==> src/sv/calendar_date_offset_engine_core_macros.svh <==
// Assertion macros for the calendar date offset engine.
// Included by the top level; no other dependencies.
`ifndef CALENDAR_DATE_OFFSET_ENGINE_CORE_MACROS_SVH
`define CALENDAR_DATE_OFFSET_ENGINE_CORE_MACROS_SVH
`ifndef SYNTHESIS
`define CDOE_ASSERT_SAME(label, clk, rst, ante, cons) \
  label: assert property (@(posedge clk) disable iff (rst) (ante) |-> (cons)) \
    else $error("same-cycle check failed");
`define CDOE_ASSERT_NEXT(label, clk, rst, ante, cons) \
  label: assert property (@(posedge clk) disable iff (rst) (ante) |=> (cons)) \
    else $error("next-cycle check failed");
`else
`define CDOE_ASSERT_SAME(label, clk, rst, ante, cons)
`define CDOE_ASSERT_NEXT(label, clk, rst, ante, cons)
`endif
`endif

==> src/sv/cdoe_pkg.sv <==
// Shared types, constants and calendar tables for the date offset engine.
// No dependencies.
package cdoe_pkg;

  localparam int unsigned IDX_W          = 15;
  localparam int unsigned YOFF_W         = 7;
  localparam int unsigned MAX_OFFSET_DEF = 7300;
  localparam logic [10:0] BASE_YEAR      = 11'd1976;
  localparam logic [11:0] YEAR_LO        = 12'd2001;
  localparam logic [11:0] YEAR_HI        = 12'd2020;
  localparam logic [3:0]  LAST_MONTH     = 4'd12;

  localparam logic [1:0] OP_ADD  = 2'd0;
  localparam logic [1:0] OP_SUB  = 2'd1;
  localparam logic [1:0] OP_DIFF = 2'd2;

  typedef struct packed {
    logic [1:0]  opcode;
    logic [11:0] year_a;
    logic [3:0]  month_a;
    logic [4:0]  day_a;
    logic [12:0] offset_days;
    logic [11:0] year_b;
    logic [3:0]  month_b;
    logic [4:0]  day_b;
  } cdoe_in_t;

  typedef struct packed {
    logic [10:0] res_year;
    logic [3:0]  res_month;
    logic [4:0]  res_day;
    logic [12:0] day_span;
  } cdoe_out_t;

  // Date produced by the walker.
  typedef struct packed {
    logic [10:0] year;
    logic [3:0]  month;
    logic [4:0]  day;
  } cdoe_date_t;

  // Days in a month; anything that is not a 30-day month or February has 31.
  function automatic logic [4:0] month_len(input logic leap, input logic [3:0] m);
    case (m)
      4'd4, 4'd6, 4'd9, 4'd11: month_len = 5'd30;
      4'd2:                    month_len = leap ? 5'd29 : 5'd28;
      default:                 month_len = 5'd31;
    endcase
  endfunction

  // Days of the year that come before the first of a month.
  function automatic logic [8:0] month_start(input logic leap, input logic [3:0] m);
    logic [8:0] base;
    case (m)
      4'd2:    base = 9'd31;
      4'd3:    base = 9'd59;
      4'd4:    base = 9'd90;
      4'd5:    base = 9'd120;
      4'd6:    base = 9'd151;
      4'd7:    base = 9'd181;
      4'd8:    base = 9'd212;
      4'd9:    base = 9'd243;
      4'd10:   base = 9'd273;
      4'd11:   base = 9'd304;
      4'd12:   base = 9'd334;
      default: base = 9'd0;
    endcase
    month_start = base + ((leap && m > 4'd2) ? 9'd1 : 9'd0);
  endfunction

endpackage

==> src/sv/cdoe_index.sv <==
// Repairs one date and turns it into a day number counted from 1976-01-01.
// Depends on cdoe_pkg.
module cdoe_index (
  input  logic [11:0]                year,
  input  logic [3:0]                 month,
  input  logic [4:0]                 day,
  output logic [cdoe_pkg::IDX_W-1:0] idx
);
  import cdoe_pkg::*;

  logic [11:0]      yy;
  logic [11:0]      ydelta;
  logic [5:0]       n;
  logic             leap;
  logic [3:0]       mm;
  logic [4:0]       dd;
  logic [IDX_W-1:0] yr_days;
  logic [IDX_W-1:0] leap_days;

  // Repair year, month and day in that order; the day check needs both.
  always_comb begin
    yy     = (year < YEAR_LO || year > YEAR_HI) ? YEAR_HI : year;
    ydelta = yy - {1'b0, BASE_YEAR};
    n      = ydelta[5:0];
    leap   = (yy[1:0] == 2'b00);
    mm     = (month < 4'd1 || month > LAST_MONTH) ? 4'd1 : month;
    dd     = (day == 5'd0 || day > month_len(leap, mm)) ? 5'd1 : day;
  end

  // Whole years, the leap days among them, then the months and days.
  always_comb begin
    yr_days   = IDX_W'(n) * IDX_W'(365);
    leap_days = IDX_W'((7'(n) + 7'd3) >> 2);
    idx       = yr_days + leap_days + IDX_W'(month_start(leap, mm)) + IDX_W'(dd) - IDX_W'(1);
  end

endmodule

==> src/sv/cdoe_walk.sv <==
// Turns a day number back into a date by repeated subtraction of year and
// month lengths through one shared compare-and-subtract unit. Depends on cdoe_pkg.
module cdoe_walk (
  input  logic                       clk,
  input  logic                       rst,
  input  logic                       start,
  input  logic [cdoe_pkg::IDX_W-1:0] target,
  output logic                       done,
  output cdoe_pkg::cdoe_date_t       date
);
  import cdoe_pkg::*;

  typedef enum logic [1:0] {
    W_IDLE,
    W_YEAR,
    W_MONTH
  } walk_state_t;

  walk_state_t       state;
  logic [IDX_W-1:0]  rem;
  logic [YOFF_W-1:0] yoff;
  logic [3:0]        mm;
  logic              leap;
  logic [IDX_W-1:0]  len;
  logic [IDX_W:0]    diff;
  logic              fits;

  // Shared unit: compare the remainder with the current year or month length.
  always_comb begin
    leap = (yoff[1:0] == 2'b00);
    len  = (state == W_YEAR) ? (leap ? IDX_W'(366) : IDX_W'(365))
                             : IDX_W'(month_len(leap, mm));
    diff = {1'b0, rem} - {1'b0, len};
    fits = !diff[IDX_W];
  end

  // Sequencer: years first, then months, then the day is what is left.
  always_ff @(posedge clk) begin
    done <= 1'b0;
    if (rst) begin
      state <= W_IDLE;
    end else begin
      case (state)
        W_IDLE: begin
          if (start) begin
            rem   <= target;
            yoff  <= '0;
            mm    <= 4'd1;
            state <= W_YEAR;
          end
        end
        W_YEAR: begin
          if (fits) begin
            rem  <= diff[IDX_W-1:0];
            yoff <= yoff + YOFF_W'(1);
          end else begin
            state <= W_MONTH;
          end
        end
        W_MONTH: begin
          if (mm < LAST_MONTH && fits) begin
            rem <= diff[IDX_W-1:0];
            mm  <= mm + 4'd1;
          end else begin
            date.year  <= BASE_YEAR + 11'(yoff);
            date.month <= mm;
            date.day   <= rem[4:0] + 5'd1;
            done       <= 1'b1;
            state      <= W_IDLE;
          end
        end
        default: state <= W_IDLE;
      endcase
    end
  end

endmodule

==> src/sv/calendar_date_offset_engine_core.sv <==
// Calendar date offset engine, top level. Uses cdoe_pkg, cdoe_index, cdoe_walk
// and the assertion macros header.
//
// The req channel (valid/ready) carries one item: an opcode, a first date,
// a day count and a second date. The rsp channel (valid/ready) returns one
// result item for each request. Add and subtract move the repaired first date
// by the saturated count; the difference returns the absolute day count
// between the two repaired dates. An unused opcode returns all zeros.
// The block takes one item at a time: req_ready is high only while idle.
// From acceptance the sequencer passes through the index state to the finish
// state for the difference and the unused opcode; add and subtract also pass
// through the walk state, which lasts as long as the year-and-month walk
// through the single subtractor in cdoe_walk, and so grows with the years
// from 1976 to the result and with its month.
// The next item can be accepted in the cycle after a result is loaded.
// A finished result sits in the rsp register; the next request is accepted
// while it waits, and a new result is held back until the old one is taken.
// Synchronous reset returns the sequencers to idle and drops rsp_valid.
module calendar_date_offset_engine_core #(
  parameter int unsigned MAX_OFFSET = cdoe_pkg::MAX_OFFSET_DEF
) (
  input  logic                clk,
  input  logic                rst,
  input  logic                req_valid,
  output logic                req_ready,
  input  cdoe_pkg::cdoe_in_t  req,
  output logic                rsp_valid,
  input  logic                rsp_ready,
  output cdoe_pkg::cdoe_out_t rsp
);
  import cdoe_pkg::*;

`include "calendar_date_offset_engine_core_macros.svh"

  typedef enum logic [1:0] {
    ST_IDLE,
    ST_INDEX,
    ST_WALK,
    ST_FINISH
  } core_state_t;

  core_state_t      state;
  cdoe_in_t         item;
  cdoe_out_t        pending;
  logic [IDX_W-1:0] ia;
  logic [IDX_W-1:0] ib;
  logic [12:0]      cnt;
  logic [IDX_W-1:0] target;
  logic [12:0]      span;
  logic             walk_start;
  logic             walk_done;
  cdoe_date_t       walk_date;

  cdoe_index u_index_a (
    .year  (item.year_a),
    .month (item.month_a),
    .day   (item.day_a),
    .idx   (ia)
  );

  cdoe_index u_index_b (
    .year  (item.year_b),
    .month (item.month_b),
    .day   (item.day_b),
    .idx   (ib)
  );

  cdoe_walk u_walk (
    .clk    (clk),
    .rst    (rst),
    .start  (walk_start),
    .target (target),
    .done   (walk_done),
    .date   (walk_date)
  );

  // Saturated count, moved day number and absolute difference.
  always_comb begin
    cnt        = (item.offset_days > 13'(MAX_OFFSET)) ? 13'(MAX_OFFSET) : item.offset_days;
    target     = (item.opcode == OP_SUB) ? (ia - IDX_W'(cnt)) : (ia + IDX_W'(cnt));
    span       = (ia >= ib) ? 13'(ia - ib) : 13'(ib - ia);
    walk_start = (state == ST_INDEX) && (item.opcode == OP_ADD || item.opcode == OP_SUB);
    req_ready  = (state == ST_IDLE);
  end

  // Sequencer and output register.
  always_ff @(posedge clk) begin
    if (rst) begin
      state     <= ST_IDLE;
      rsp_valid <= 1'b0;
    end else begin
      if (rsp_valid && rsp_ready && state != ST_FINISH) begin
        rsp_valid <= 1'b0;
      end
      case (state)
        ST_IDLE: begin
          if (req_valid) begin
            item  <= req;
            state <= ST_INDEX;
          end
        end
        ST_INDEX: begin
          if (item.opcode == OP_ADD || item.opcode == OP_SUB) begin
            state <= ST_WALK;
          end else if (item.opcode == OP_DIFF) begin
            pending <= {11'd0, 4'd0, 5'd0, span};
            state   <= ST_FINISH;
          end else begin
            pending <= '0;
            state   <= ST_FINISH;
          end
        end
        ST_WALK: begin
          if (walk_done) begin
            pending.res_year  <= walk_date.year;
            pending.res_month <= walk_date.month;
            pending.res_day   <= walk_date.day;
            pending.day_span  <= '0;
            state             <= ST_FINISH;
          end
        end
        ST_FINISH: begin
          if (!rsp_valid || rsp_ready) begin
            rsp       <= pending;
            rsp_valid <= 1'b1;
            state     <= ST_IDLE;
          end
        end
        default: state <= ST_IDLE;
      endcase
    end
  end

  // Checks on the sequencing and on the result item.
  `CDOE_ASSERT_NEXT(a_busy_after_accept, clk, rst, req_valid && req_ready, !req_ready)
  `CDOE_ASSERT_SAME(a_walk_done_in_walk, clk, rst, walk_done, state == ST_WALK)
  `CDOE_ASSERT_SAME(a_span_only_diff, clk, rst, rsp_valid && rsp.day_span != 13'd0, rsp.res_year == 11'd0 && rsp.res_month == 4'd0)
  `CDOE_ASSERT_SAME(a_month_legal, clk, rst, rsp_valid && rsp.res_year != 11'd0, rsp.res_month >= 4'd1 && rsp.res_month <= LAST_MONTH)

endmodule

==> config.mk <==
export PLATFORM = sky130hd
export DESIGN_NAME = calendar_date_offset_engine_core
export DESIGN_NICKNAME = d
export VERILOG_FILES = /design/src/sv/cdoe_pkg.sv /design/src/sv/cdoe_index.sv /design/src/sv/cdoe_walk.sv /design/src/sv/calendar_date_offset_engine_core.sv
export VERILOG_INCLUDE_DIRS = /design/src /design/src/sv
export SDC_FILE = /design/constraint.sdc
export NUM_CORES = 1
export LEC_CHECK = 0
export ABC_AREA = 1
export BUFFER_PORTS_ARGS = -buffer_cell sky130_fd_sc_hd__buf_2
export CAP_MARGIN = 5
export CELL_PAD_IN_SITES_DETAIL_PLACEMENT = 1
export CELL_PAD_IN_SITES_GLOBAL_PLACEMENT = 1
export CORE_MARGIN = 5
export CORE_UTILIZATION = 45
export CTS_CLUSTER_SIZE = 8
export DETAILED_ROUTE_END_ITERATION = 7
export GPL_ROUTABILITY_DRIVEN = 0
export PLACE_DENSITY_LB_ADDON = 0.3
export SETUP_SLACK_MARGIN = 0.05
export SLEW_MARGIN = 10
export SYNTH_ARGS = -nofsm -noshare
export SYNTH_HDL_FRONTEND = slang
export SYNTH_SLANG_ARGS = --single-unit
==> constraint.sdc <==
create_clock -name clk -period 19.8 [get_ports clk]
set_clock_uncertainty 0.1 [all_clocks]
set_input_delay 2.97 -clock clk [delete_from_list [all_inputs] [get_ports clk]]
set_output_delay 2.97 -clock clk [all_outputs]
set_load 0.05 [all_outputs]
==> impl_table.tex <==
\begin{tabular}{lr}
\hline
Metric & Value \\
\hline
\multicolumn{2}{l}{\textbf{Cells and area}} \\
Count of nets after finishing & 2013 \\
Layout-stage area growth over the synthesis result & 10.5\% \\
Final cell utilization of the core & 50.3\% \\
Most common library cell in the layout ignoring fill and taps & sky130\_fd\_sc\_hd\_\_inv\_1 \\
Design area & 15900 um2 \\
Count of antenna diodes in the layout & 0 \\
Top library cells by usage in the layout, fill and taps aside & sky130\_fd\_sc\_hd\_\_inv\_1, sky130\_fd\_sc\_hd\_\_nand2\_1, sky130\_fd\_sc\_hd\_\_ha\_1 \\
Share of layout cells above drive strength 1 & 12.1\% \\
\multicolumn{2}{l}{\textbf{Synth}} \\
Yosys warning total & 0 \\
Proportion of register bits with asynchronous set or reset after synthesis & 0\% \\
Sequential fraction of the synthesis area & 34.9\% \\
Primary flip-flop cell chosen by synthesis mapping & sky130\_fd\_sc\_hd\_\_edfxtp\_1 \\
Synthesized area & 14400 um2 \\
Number of flops mapped to enable cells by yosys & 163 \\
Post-Synthesis Cells & 1592 \\
Number of flip-flops and latches in the synthesized netlist & 169 \\
Avg Cell Area, Syn & 9.03 um2 \\
Number of nets in the synthesized netlist & 1908 \\
Unique masters post-synth & 61 \\
\multicolumn{2}{l}{\textbf{Status}} \\
Outcome & completed \\
\multicolumn{2}{l}{\textbf{Global route}} \\
Gr usage total & 19.6\% \\
Number of global-route vias before repair & 11900 \\
Largest net degree at the start of global routing & 58 \\
Antenna violations before repair & 0 \\
Residual overflow from global routing & 0 \\
Global-route wire length before repair & 57100 um \\
\multicolumn{2}{l}{\textbf{Clocking}} \\
CTS root buffer & sky130\_fd\_sc\_hd\_\_clkbuf\_16 \\
Worst-case clock buffer depth & 2 \\
Total CTS buffers & 17 \\
Clock latency on the worst-skew pair & 0.46 ns \\
Hold buffers post-CTS & 0 \\
Depth of the CTS H-tree & 4 \\
Post-CTS clock slew at the launch and capture registers of the worst setup and hold paths & 0.08 ns \\
CTS tree & built \\
Post-CTS sizing & 0 \\
Sinks on Clock Net & 169 \\
Post-CTS Setup Bufs & 0 \\
\multicolumn{2}{l}{\textbf{Route}} \\
Wire length per cell & 16.2 um \\
Average via count per standard cell & 5.13 \\
Via Count & 10800 \\
Post-route antenna net violation count & 0 \\
Aggregate routed wire length & 34100 um \\
Number of detailed-route iterations in the first pass & 5 \\
DR DRC count & 0 \\
Iteration-0 DRC Markers & 402 \\
\multicolumn{2}{l}{\textbf{Timing}} \\
Transition at the pin with the smallest max-transition slack & 0.798 ns \\
Setup violation total in the final timing report & 0 \\
Final Critical Period & 8.58 ns \\
Final clock period utilization by the worst path & 43.3\% \\
Slew Limit Headroom & 46.8\% \\
Number of max-slew violations in the final report & 0 \\
Setup repair after global routing missed its margin & false \\
Hold Violations, Final & 0 \\
Timing-limited maximum frequency & 117 MHz \\
Final total negative setup slack & 0 ns \\
\multicolumn{2}{l}{\textbf{Placed design}} \\
Count of buffers from port buffering & 95 \\
HPWL after detailed placement & 28300 um \\
Placed standard-cell area & 15300 um2 \\
\multicolumn{2}{l}{\textbf{Floorplan}} \\
Total number of placement rows & 65 \\
Starting density of the core & 45.6\% \\
Number of I/O pins & 96 \\
Overall die width & 189 um \\
Area inside the core boundary & 31600 um2 \\
Die Y & 189 um \\
Die area & 35600 um2 \\
\multicolumn{2}{l}{\textbf{Worst hold path}} \\
Sink of the worst hold path & rsp[7] \\
Path type of the worst min-delay path & reg -> reg \\
WHS Path Cells & 0 \\
Start point of the worst min-delay path & pending[7] \\
\multicolumn{2}{l}{\textbf{Worst setup path}} \\
Cell occurring most often along the worst timing path & sky130\_fd\_sc\_hd\_\_nand2\_1 \\
Data required time of the worst path & 19.91 ns \\
Cell at the slowest stage of the critical path & sky130\_fd\_sc\_hd\_\_fa\_1 \\
Critical Path Sink Type & register \\
R2r setup slk & 11.22 ns \\
Worst EP arrival & 8.68 ns \\
CP Max Fanout & 14 \\
Worst R2R Start & item[39] \\
Depth of the worst register-to-register path & 41 \\
Max stage delay on crit path & 0.54 ns \\
Sort of element at the start of the critical path & register \\
Terminus of the critical flop-to-flop path & pending[3] \\
Critical Setup Path Class & reg -> reg \\
\multicolumn{2}{l}{\textbf{Flow run}} \\
Count of maximum capacitance violations & 0 \\
\hline
\end{tabular}
==> metal layers <==
metal	vias to the layer above	GRT usage [%]	part of all wire, %
met3	56	2.98	2.5
met5	-	0	0
li1	5413	-	-
met4	0	6.08	2.4
met1	5208	22.9	42
met2	157	37.0	53
==> worst max path at each step <==
stage	from	to
2_1_floorplan	rst	pending[0]
3_3_place_gp	item[5]	pending[3]
3_5_place_dp	item[39]	pending[3]
4_1_cts	item[39]	pending[3]
5_1_grt	item[9]	pending[3]
6_report	item[39]	pending[3]
==> state kept, by name (all words and copies together), names as in the netlist <==
register	flops
item	57
pending	31
rsp	31
rsp_valid	1
state	2
u_walk.date	18
u_walk.done	1
u_walk.mm	4
u_walk.rem	15
u_walk.state	2
u_walk.yoff	7
==> Yosys cell counts, drive strengths merged, types with 11 or more instances <==
cell type / count / area [um2]
a21oi: 106 / 553
buf: 11 / 86.3
edfxtp: 163 / 4890
fa: 66 / 1320
ha: 189 / 2360
inv: 325 / 1220
nand2: 261 / 1020
nand3: 49 / 273
nand4: 13 / 93.8
nor2: 138 / 543
nor3: 11 / 55.1
o21ai: 90 / 473
xnor2: 18 / 165
xor2: 64 / 561
==> metrics by stage <==
stage	cells	setup slack, ns	hold slack (ns)
after floorplan	1592	11.19	0.300
after global routing	2112	10.46	0.331
final	2112	11.22	0.321
after global placement	2080	11.53	0.301
after CTS	2112	11.19	0.324
after detailed placement	2080	11.23	0.306
==> layout make-up <==
type | count | area [um2]
Timing Repair Buffer | 102 | 528
Inverter | 325 | 1220
Tap cell | 402 | 503
Sequential cell | 169 | 5010
Multi-Input combinational cell | 1082 | 8060
Clock buffer | 17 | 425
Fill cell | 3659 | 15700
Clock inverter | 15 | 134
==> worst max-delay path, delay by kind of cell (launching register included) <==
kind	cells	cell delay [ns]
buffers and inverters	7	0.52
xor gates and xnor gates	2	0.58
adders and majority gates	9	3.56
DFF	1	0.43
and+or+nand+nor	16	1.88
AOI/OAI and AO/OA	7	1.25
==> cells by family (layout without fill, tap and decap cells) <==
group,count (synthesis),after routing,synth area share (%)
xor gates and xnor gates,82,82,5.05
muxes,2,2,0.139
DFF,169,169,34.9
and+or+nand+nor,489,489,14.5
buffers and inverters,341,459,9.23
AOI/OAI and AO/OA,254,254,10.5
adders and majority gates,255,255,25.6
Power is not shown: default switching activity piles up to over one toggle a cycle in this logic, so the estimate is an artifact.
